$ cat config.mk
export PLATFORM = sky130hd
export DESIGN_NAME = lru_key_value_cache_top
export DESIGN_NICKNAME = d
export VERILOG_FILES = /design/src/lkvc_pkg.sv /design/src/lkvc_match.sv /design/src/lkvc_recency.sv /design/src/lru_key_value_cache_top.sv
export SDC_FILE = /design/constraint.sdc
export NUM_CORES = 2
export LEC_CHECK = 0
export BUFFER_PORTS_ARGS = -buffer_cell sky130_fd_sc_hd__buf_2
export CAP_MARGIN = 20
export CORE_MARGIN = 2
export CORE_UTILIZATION = 54
export DETAILED_ROUTE_END_ITERATION = 10
export PLACE_DENSITY = 0.7
export SYNTH_ARGS = -nofsm -noshare
export SYNTH_HDL_FRONTEND = slang
export SYNTH_HIERARCHICAL = 1
export SYNTH_SLANG_ARGS = --single-unit
$ cat constraint.sdc
create_clock -name clock -period 14.3 [get_ports clock]
set_input_delay 3.575 -clock clock [delete_from_list [all_inputs] [get_ports clock]]
set_output_delay 3.575 -clock clock [all_outputs]
set_load 0.005 [all_outputs]
$ cat src/lkvc_pkg.sv
// Package with shared types and constants for the LRU key-value cache.
package lkvc_pkg;

   // Default sizing of the store.
   localparam int DEFAULT_ENTRIES = 16;
   localparam int DEFAULT_KEY_BITS = 32;

   // Slot fields in shared structs are sized for the largest store.
   localparam int SLOT_MAX_BITS = 8;

   // Capacity register.
   localparam int CAPACITY_BITS = 5;
   localparam logic [CAPACITY_BITS-1:0] CAPACITY_RESET = 5'd10;
   localparam logic [CAPACITY_BITS-1:0] CAPACITY_DEFAULT = 5'd10;

   // Operation codes.
   localparam logic MODE_GET = 1'b0;
   localparam logic MODE_SET = 1'b1;

   // Value returned by a get that misses.
   localparam logic [31:0] MISS_VALUE = 32'hFFFF_FFFF;

   // One request.
   typedef struct packed {
      logic mode;
      logic signed [31:0] lookup_key;
      logic signed [31:0] data_in;
   } req_type;

   // One result.
   typedef struct packed {
      logic found;
      logic signed [31:0] data_out;
   } rsp_type;

   // Outcome of the associative search.
   typedef struct packed {
      logic hit;
      logic [SLOT_MAX_BITS-1:0] hit_slot;
      logic [SLOT_MAX_BITS-1:0] free_slot;
      logic [SLOT_MAX_BITS-1:0] victim_slot;
   } match_type;

endpackage

$ cat src/lkvc_match.sv
// Associative key search, free slot pick and least recent victim pick.
module lkvc_match #(
   parameter int ENTRIES = lkvc_pkg::DEFAULT_ENTRIES,
   parameter int KEY_BITS = lkvc_pkg::DEFAULT_KEY_BITS,
   localparam int SLOT_BITS = (ENTRIES > 1) ? $clog2(ENTRIES) : 1
) (
   input  logic [KEY_BITS-1:0] key,
   input  logic [ENTRIES-1:0][KEY_BITS-1:0] keys,
   input  logic [ENTRIES-1:0] valid,
   input  logic [ENTRIES-1:0][SLOT_BITS-1:0] order,
   output lkvc_pkg::match_type match
);

   logic [ENTRIES-1:0] key_hit;
   logic [ENTRIES-1:0] order_valid;

   // Compare the key against every valid entry at once.
   always_comb begin
      for (int i = 0; i < ENTRIES; i++) begin
         key_hit[i] = valid[i] && (keys[i] == key);
         order_valid[i] = valid[order[i]];
      end
   end

   // Lowest matching slot, lowest free slot, and the valid slot nearest
   // the least recent end of the order.
   always_comb begin
      match = '0;
      for (int i = ENTRIES - 1; i >= 0; i--) begin
         if (key_hit[i]) begin
            match.hit = 1'b1;
            match.hit_slot = lkvc_pkg::SLOT_MAX_BITS'(i);
         end
         if (!valid[i]) begin
            match.free_slot = lkvc_pkg::SLOT_MAX_BITS'(i);
         end
      end
      for (int i = 0; i < ENTRIES; i++) begin
         if (order_valid[i]) begin
            match.victim_slot = lkvc_pkg::SLOT_MAX_BITS'(order[i]);
         end
      end
   end

endmodule

$ cat src/lkvc_recency.sv
// Recency order register, most recent slot first.
module lkvc_recency #(
   parameter int ENTRIES = lkvc_pkg::DEFAULT_ENTRIES,
   localparam int SLOT_BITS = (ENTRIES > 1) ? $clog2(ENTRIES) : 1
) (
   input  logic clock,
   input  logic reset,
   input  logic touch,
   input  logic [SLOT_BITS-1:0] touch_slot,
   output logic [ENTRIES-1:0][SLOT_BITS-1:0] order
);

   logic [ENTRIES-1:0][SLOT_BITS-1:0] order_ff;
   logic [ENTRIES-1:0][SLOT_BITS-1:0] order_in;
   logic [ENTRIES-1:0] slot_at;

   // Find where the touched slot sits in the order.
   always_comb begin
      for (int i = 0; i < ENTRIES; i++) begin
         slot_at[i] = (order_ff[i] == touch_slot);
      end
   end

   // Move the touched slot to the front; positions up to its old place
   // shift back by one.
   always_comb begin
      order_in = order_ff;
      if (touch) begin
         order_in[0] = touch_slot;
         for (int i = 1; i < ENTRIES; i++) begin
            if (|(slot_at >> i)) begin
               order_in[i] = order_ff[i-1];
            end
         end
      end
   end

   // Reset to the identity order.
   always_ff @(posedge clock) begin
      if (reset) begin
         for (int i = 0; i < ENTRIES; i++) begin
            order_ff[i] <= SLOT_BITS'(i);
         end
      end else begin
         order_ff <= order_in;
      end
   end

   assign order = order_ff;

endmodule

$ cat src/lru_key_value_cache_top.sv
// Top level of the fully associative key-value cache with LRU replacement.
//
// Requests enter on req_data when start is high and busy is low. busy stays
// low, so a request can be taken in every clock cycle. Each request is a get
// (mode 0) or a set (mode 1) of lookup_key, with data_in stored by a set.
// The request is registered, searched against all entries in the following
// cycle, and its result is registered at the end of that cycle: rsp_strobe
// and rsp_data rise as the result register loads, last one cycle and are
// taken at the end of that cycle.
// Throughput is one request per cycle; the state update of one request is
// complete before the next registered request is searched.
// The receiver cannot stall; each result is taken in its strobe cycle.
// The capacity register is written through csr_valid/csr_ready/csr_data and
// only takes effect while the store is empty; otherwise the write is dropped.
// Capacity zero means ten entries, and a capacity above the store size uses
// the whole store.
// Synchronous reset clears all valid marks and the fill count, restores the
// identity recency order and sets capacity to ten.
module lru_key_value_cache_top #(
   parameter int ENTRIES = lkvc_pkg::DEFAULT_ENTRIES,
   parameter int KEY_BITS = lkvc_pkg::DEFAULT_KEY_BITS
) (
   input  logic clock,
   input  logic reset,
   input  logic start,
   output logic busy,
   input  lkvc_pkg::req_type req_data,
   output logic rsp_strobe,
   output lkvc_pkg::rsp_type rsp_data,
   input  logic csr_valid,
   output logic csr_ready,
   input  logic [lkvc_pkg::CAPACITY_BITS-1:0] csr_data
);

   localparam int SLOT_BITS = (ENTRIES > 1) ? $clog2(ENTRIES) : 1;
   localparam int CNT_BITS = $clog2(ENTRIES + 1);
   localparam int CAP_W = (CNT_BITS > lkvc_pkg::CAPACITY_BITS) ?
                          CNT_BITS : lkvc_pkg::CAPACITY_BITS;

   logic req_valid_ff;
   lkvc_pkg::req_type req_ff;
   logic rsp_strobe_ff;
   logic rsp_strobe_in;
   lkvc_pkg::rsp_type rsp_ff;
   logic [lkvc_pkg::CAPACITY_BITS-1:0] capacity_ff;
   logic [lkvc_pkg::CAPACITY_BITS-1:0] capacity_in;
   logic [CNT_BITS-1:0] count_ff;
   logic [CNT_BITS-1:0] count_in;
   logic [ENTRIES-1:0] valid_ff;
   logic [ENTRIES-1:0] valid_in;
   logic [ENTRIES-1:0][KEY_BITS-1:0] keys_ff;
   logic [31:0] values_ff [ENTRIES];

   logic [63:0] key_wide;
   logic [KEY_BITS-1:0] key;
   logic [ENTRIES-1:0][SLOT_BITS-1:0] order;
   lkvc_pkg::match_type match;
   logic [CAP_W-1:0] cap_raw;
   logic [CAP_W-1:0] cap_eff;
   logic has_room;
   logic is_set;
   logic [SLOT_BITS-1:0] slot;
   logic touch;
   logic insert;

   assign busy = 1'b0;
   assign csr_ready = 1'b1;

   // Input register.
   always_ff @(posedge clock) begin
      if (reset) begin
         req_valid_ff <= 1'b0;
      end else begin
         req_valid_ff <= start && !busy;
      end
      req_ff <= req_data;
   end

   // Keys are compared in their low KEY_BITS bits.
   assign key_wide = {32'h0, req_ff.lookup_key};
   assign key = key_wide[KEY_BITS-1:0];

   lkvc_match #(
      .ENTRIES(ENTRIES),
      .KEY_BITS(KEY_BITS)
   ) u_match (
      .key(key),
      .keys(keys_ff),
      .valid(valid_ff),
      .order(order),
      .match(match)
   );

   // Effective capacity: zero means the default, and the store size caps it.
   always_comb begin
      cap_raw = CAP_W'(capacity_ff);
      if (cap_raw == '0) begin
         cap_raw = CAP_W'(lkvc_pkg::CAPACITY_DEFAULT);
      end
      cap_eff = cap_raw;
      if (cap_raw > CAP_W'(ENTRIES)) begin
         cap_eff = CAP_W'(ENTRIES);
      end
   end

   assign has_room = CAP_W'(count_ff) < cap_eff;
   assign is_set = (req_ff.mode == lkvc_pkg::MODE_SET);

   // Slot for this request: the hit slot, a free slot, or the victim.
   always_comb begin
      if (match.hit) begin
         slot = match.hit_slot[SLOT_BITS-1:0];
      end else if (has_room) begin
         slot = match.free_slot[SLOT_BITS-1:0];
      end else begin
         slot = match.victim_slot[SLOT_BITS-1:0];
      end
   end

   assign touch = req_valid_ff && (match.hit || is_set);
   assign insert = req_valid_ff && is_set && !match.hit;

   lkvc_recency #(
      .ENTRIES(ENTRIES)
   ) u_recency (
      .clock(clock),
      .reset(reset),
      .touch(touch),
      .touch_slot(slot),
      .order(order)
   );

   // Valid marks and fill count; the count only grows into a free slot.
   always_comb begin
      valid_in = valid_ff;
      count_in = count_ff;
      if (insert) begin
         valid_in[slot] = 1'b1;
         if (has_room) begin
            count_in = count_ff + CNT_BITS'(1);
         end
      end
   end

   // Capacity is written only while the store holds nothing.
   always_comb begin
      capacity_in = capacity_ff;
      if (csr_valid && csr_ready && (count_ff == '0)) begin
         capacity_in = csr_data;
      end
   end

   always_ff @(posedge clock) begin
      if (reset) begin
         valid_ff <= '0;
         count_ff <= '0;
         capacity_ff <= lkvc_pkg::CAPACITY_RESET;
      end else begin
         valid_ff <= valid_in;
         count_ff <= count_in;
         capacity_ff <= capacity_in;
      end
   end

   // Entry storage: a set writes the value, a new key also writes the key.
   always_ff @(posedge clock) begin
      if (req_valid_ff && is_set) begin
         values_ff[slot] <= req_ff.data_in;
      end
      if (insert) begin
         keys_ff[slot] <= key;
      end
   end

   assign rsp_strobe_in = req_valid_ff;

   // Result register; a get hit reads the stored value at the clock edge.
   always_ff @(posedge clock) begin
      if (reset) begin
         rsp_strobe_ff <= 1'b0;
      end else begin
         rsp_strobe_ff <= rsp_strobe_in;
      end
      rsp_ff.found <= match.hit;
      if (is_set) begin
         rsp_ff.data_out <= req_ff.data_in;
      end else if (match.hit) begin
         rsp_ff.data_out <= values_ff[match.hit_slot[SLOT_BITS-1:0]];
      end else begin
         rsp_ff.data_out <= lkvc_pkg::MISS_VALUE;
      end
   end

   assign rsp_strobe = rsp_strobe_ff;
   assign rsp_data = rsp_ff;

`ifndef ASSERT_OFF
   // The fill count always matches the number of valid entries.
   a_count_matches: assert property (@(posedge clock) disable iff (reset)
      CNT_BITS'($countones(valid_ff)) == count_ff)
      else $error("fill count differs from valid entries");

   // The store never holds more entries than the effective capacity.
   a_count_bound: assert property (@(posedge clock) disable iff (reset)
      CAP_W'(count_ff) <= cap_eff)
      else $error("fill count above capacity");

   // Every registered request yields a result strobe in the next cycle.
   a_result_follows: assert property (@(posedge clock) disable iff (reset)
      req_valid_ff |=> rsp_strobe)
      else $error("request produced no result");

   // A set that misses must land in an invalid slot, or evict a valid one
   // only when the fill count has reached the effective capacity.
   a_evict_when_full: assert property (@(posedge clock) disable iff (reset)
      (insert && valid_ff[slot]) |-> !has_room)
      else $error("valid entry evicted while room was left");
`endif

endmodule
[Yosys cells after proc, flatten, opt, wreduce, memory -nomap -nowiden]
Memory sizes are Yosys's and may differ from the RTL's.
Index checks and enable logic that the tools add are counted.
Word-level totals
  input port bits: 74
  memory bits (writable): 512
  flip-flop bits (word level): 702
  memories: 1
  output and inout port bits: 36
Memories
  values_ff: words 16, width 32, read ports 1, clocked after Yosys merged registers in 0, wr ports 1, line lru_key_value_cache_top.sv:52  | logic [31:0] values_ff [ENTRIES];
Cells by class
  equality and inequality tests: 31
  magnitude comparators: 20
  bitwise operators: 1
  add/subtract/negate cells: 1
  mux-type cells: 93
  reduce and logical (&&, ||, !) cells: 55
Operators with widths (number)
  512-bit bitwise mux: 1
  32-bit == test: 16
  9-bit two-way mux: 16
  4-bit two-way mux: 34
  32-bit demux with 4-bit select: 1
  32-bit two-way mux: 3
  4-bit by 5-bit less-than comparator with 1-bit output (second input constant): 17
  1-bit binary-select mux with 4-bit select: 16
  4-bit == test: 15
  2-bit AND reduction: 16
  1-bit logical AND: 21
  1-bit two-way mux: 19
  16-bit OR: 1
  15-bit OR reduction: 1
  14-bit OR reduction: 1
  13-bit OR reduction: 1
  12-bit OR reduction: 1
  11-bit OR reduction: 1
  5-bit logical NOT: 2
  5-bit two-way mux: 2
  10-bit OR reduction: 1
  9-bit OR reduction: 1
  8-bit OR reduction: 1
  7-bit OR reduction: 1
  12 further kinds: 12

[Depth between registers and ports, before layout]
  depth in word-level cells: 25
  depth in mapped cells: 26
  mapped depth without buffers: 20

[Cells and area by module]
Netlist, hierarchy kept.
By module, submodules not included
  lru_key_value_cache_top: cells each 1638, area an instance 38683.4 µm², times used 1
  lkvc_match: cells each 1193, area an instance 9704.3 µm², times used 1
  lkvc_recency: cells each 351, area an instance 3464.6 µm², times used 1

[Least setup slack after synthesis]
Ideal clock, no wire load.
  path kind: reg-to-reg
  start: register req_ff, in the netlist key[29]
  end: memory values_ff[13][0], enable pin
  period minus slack after synthesis: 6.240 ns
  setup time: 0.461 ns
  buffers on the path: 5
  slack: 8.060 ns
  stages on the path, launching flop included: 17
  arrival: 5.779 ns
  cell sequence: dfxtp_1 > clkbuf_1 > clkbuf_1 > xnor2_1 > nand4_1 > nor4_1 > nand4_1 > or4_1 > o21ai_0 > nand2_1 > o21ai_0 > clkbuf_1 > buf_6 > buf_6 > nand2_1 > o31a_1 > nor3_1
RTL lines
  start, declared: line lru_key_value_cache_top.sv:41  | lkvc_pkg::req_type req_ff;
  start signal, assigned: line lru_key_value_cache_top.sv:76  | req_ff <= req_data;
  end, declared: line lru_key_value_cache_top.sv:52

==> flow_summary_export.csv <==
group,metric,value,unit
outcome,outcome,"completed",
flow_run,drv_cap,0,
clock_network,clkSlewWorstSetupHoldPaths,0.06,ns
final_layout,mostFrequentLayoutCells,"edfxtp_1, xnor2_1, mux4_2",
power_and_ir_drop,power_frac_seq,0.541,
placed_design,port_buffers,107,
timing,worst_slew_pin_slew,1.089,ns
synthesis,yosys_warnings,6,
detailed_routing,drtPass1Iterations,6,
final_layout,drive_gt1_frac,0.2190,
synthesis,synth_nets,3249,
power_and_ir_drop,power.density,125.0,mW/mm²
power_and_ir_drop,vdd_drop_max,116.1,µV
clock_network,cts_hold_buf,0,
setup_path,arrival,8.35,ns
power_and_ir_drop,p_int,5.728,mW
grt,grt_first_pass_wirelength,185800,µm
detailed_routing,wl,124800,µm
setup_path,start_kind,"register",
power_and_ir_drop,pwr-share-clk,0.426,
timing,timing.fmax,0.1288,GHz
final_layout,nets,3371,
setup_path,r2r_setup_slack,6.54,ns
setup_path,crit_path_end_kind,"register",
timing,grt_setup_unrepaired,"false",
power_and_ir_drop,p_switching,1.481,mW
clock_network,clock-root-buffer,"clkbuf_16",
clock_network,numCtsBuffers,118,
grt,grt_util_all_layers,0.2530,
min_path,hold_depth,0,
timing,worst_hold_slack,0.4694,ns
power_and_ir_drop,leakagePower,18.63,nW
detailed_routing,avgRoutedWirePerCell,26.79,µm
detailed_routing,vias_per_cell,6.132,
synthesis,syn_inst,3169,
clock_network,htree_levels,3,
placed_design,dp.cells,4436,
timing,setup_viol,0,
die,design.portCount,110,
synthesis,synth_area_per_cell,16.33,µm²
clock_network,clk_path_buf_depth,3,
grt,grt_pass1_vias,28882,
synthesis,synth_area,0.05176,mm²
timing,timing_hold_violations_final,0,
placed_design,gp_congestion,0.8847,
die,die_w,313.6,µm
setup_path,reg2reg_depth,20,
clock_network,cts_resized,0,
detailed_routing,vias,28568,
final_layout,layout.cells.non_filler,4659,
clock_network,cts_setup_buffers,0,
die,initial_core_util,0.5448,
setup_path,r2r-start,"key[31]",
final_layout,fillCellCount,6920,
die,dieArea,0.09834,mm²
timing,max_slew_margin,0.2737,
grt,grt_max_degree,114,
timing,fin_skew,0.02837,ns
clock_network,clock-sinks,1214,
clock_network,clock_latency,0.70,ns
placed_design,place.detailed.hpwl,68310,µm
power_and_ir_drop,p_sw_frac,0.2055,
min_path,hp-class,"reg2reg",
timing,tns,0,ns
grt,overflow,0,
min_path,hold_end,"keys_ff[153]",
detailed_routing,drtAntennaViolNets,0,
final_layout,syn2layout_area_growth,11.45,%
timing,post-route-min-period,7.763,ns
timing,slew_viol_final,0,
clock_network,cts_tree,"done",
power_and_ir_drop,power_frac_comb,0.033,
setup_path,crit_type,"reg2reg",
detailed_routing,initialDrtViolationCount,3192,
die,rows,113,
setup_path,cp_max_fo,20,
die,coreArea,0.09501,mm²
min_path,min_from,"key[25]",
die,chipHeight,313.6,µm
detailed_routing,drc_errors,0,
timing,finalCritPeriodShare,0.5429,
final_layout,final_common_cell,"edfxtp_1",
setup_path,r2r-end,"u_recency/order[28]",
power_and_ir_drop,total_power,7.209,mW
grt,antenna_found_initial,3,
setup_path,critical_path_required,14.89,ns
metrics by stage:
stage,setup slack (ns),util,instance area [µm²]
4_1_cts,6.749,0.6071,57680
3_3_place_gp,7.029,0.5666,53830
2_1_floorplan,8.060,-,51760
3_5_place_dp,6.847,0.5666,53830
5_1_grt,6.206,0.6071,57680
6_report,6.537,0.6072,57690
worst max-delay path by stage:
| stage | startpoint | to | slack [ns] | depth (start not counted) |
|---|---|---|---|---|
| global route | key[31] | u_recency/order[34] | 6.21 | 20 |
| CTS | key[31] | u_recency/order[28] | 6.75 | 20 |
| detailed placement | key[31] | u_recency/order[28] | 6.85 | 20 |
| global placement | key[31] | u_recency/order[28] | 7.03 | 20 |
| finish | key[31] | u_recency/order[28] | 6.54 | 20 |
| floorplan | key[29] | values_ff[13][0] | 8.06 | 16 |
worst max-delay path, cell delays in order, from the launching register on:
cell     delay, ns
dfxtp_2       0.66
buf_4         0.47
xnor2_1       0.18
nand4_1       0.13
nor4_1        0.58
nand4_1       0.27
or4_1         0.65
nand2_1       0.22
nor3_1        0.11
nand2_1       0.56
inv_1         0.31
nor2_1        0.17
inv_1         0.11
nand2_1       0.51
inv_1         0.61
xnor2_1       0.31
nand3_1       0.24
o32ai_4       0.53
nor2_1        0.40
and2_1        0.30
a211o_1       0.31
routing by layer:
| metal | vias to the layer above | GRT usage | wire [µm] |
|---|---|---|---|
| met5 | - | 0 | 0 |
| met4 | 0 | 0.07134 | 2849 |
| met3 | 207 | 0.04235 | 10760 |
| met2 | 1340 | 0.4043 | 59540 |
| met1 | 14739 | 0.3627 | 51640 |
| li1 | 12282 | - | - |
flip-flops by register name (all words and copies together), names as in the netlist:
register and count:
rsp_data 33, u_recency/order 64, valid_ff 16, req_valid_ff 1, rsp_strobe 1, count_ff 5
capacity_ff 5, req_ff 32, values_ff 512, key 32, is_set 1, keys_ff 512
power groups by stage:
stage	sequential [mW]	combinational, mW	clock (mW)
after floorplan	3.96	0.144	0
after global routing	3.90	0.254	3.26
after CTS	3.90	0.238	3.12
after detailed placement	3.97	0.236	0
after global placement	3.97	0.231	0
final	3.90	0.238	3.07
final cells by class:
class / count / area (µm²) / area share
diodes: 1 / 2.502 / 0.00004338
clock buffers: 167 / 3328 / 0.05769
clock inverters: 55 / 523.0 / 0.009066
inverters: 74 / 277.8 / 0.004815
multi-input cells: 1681 / 16130 / 0.2796
flip-flops and latches: 1214 / 34590 / 0.5997
well taps: 1265 / 1583 / 0.02744
repair buffers: 202 / 1249 / 0.02165
(Power assumes the default switching activity.)
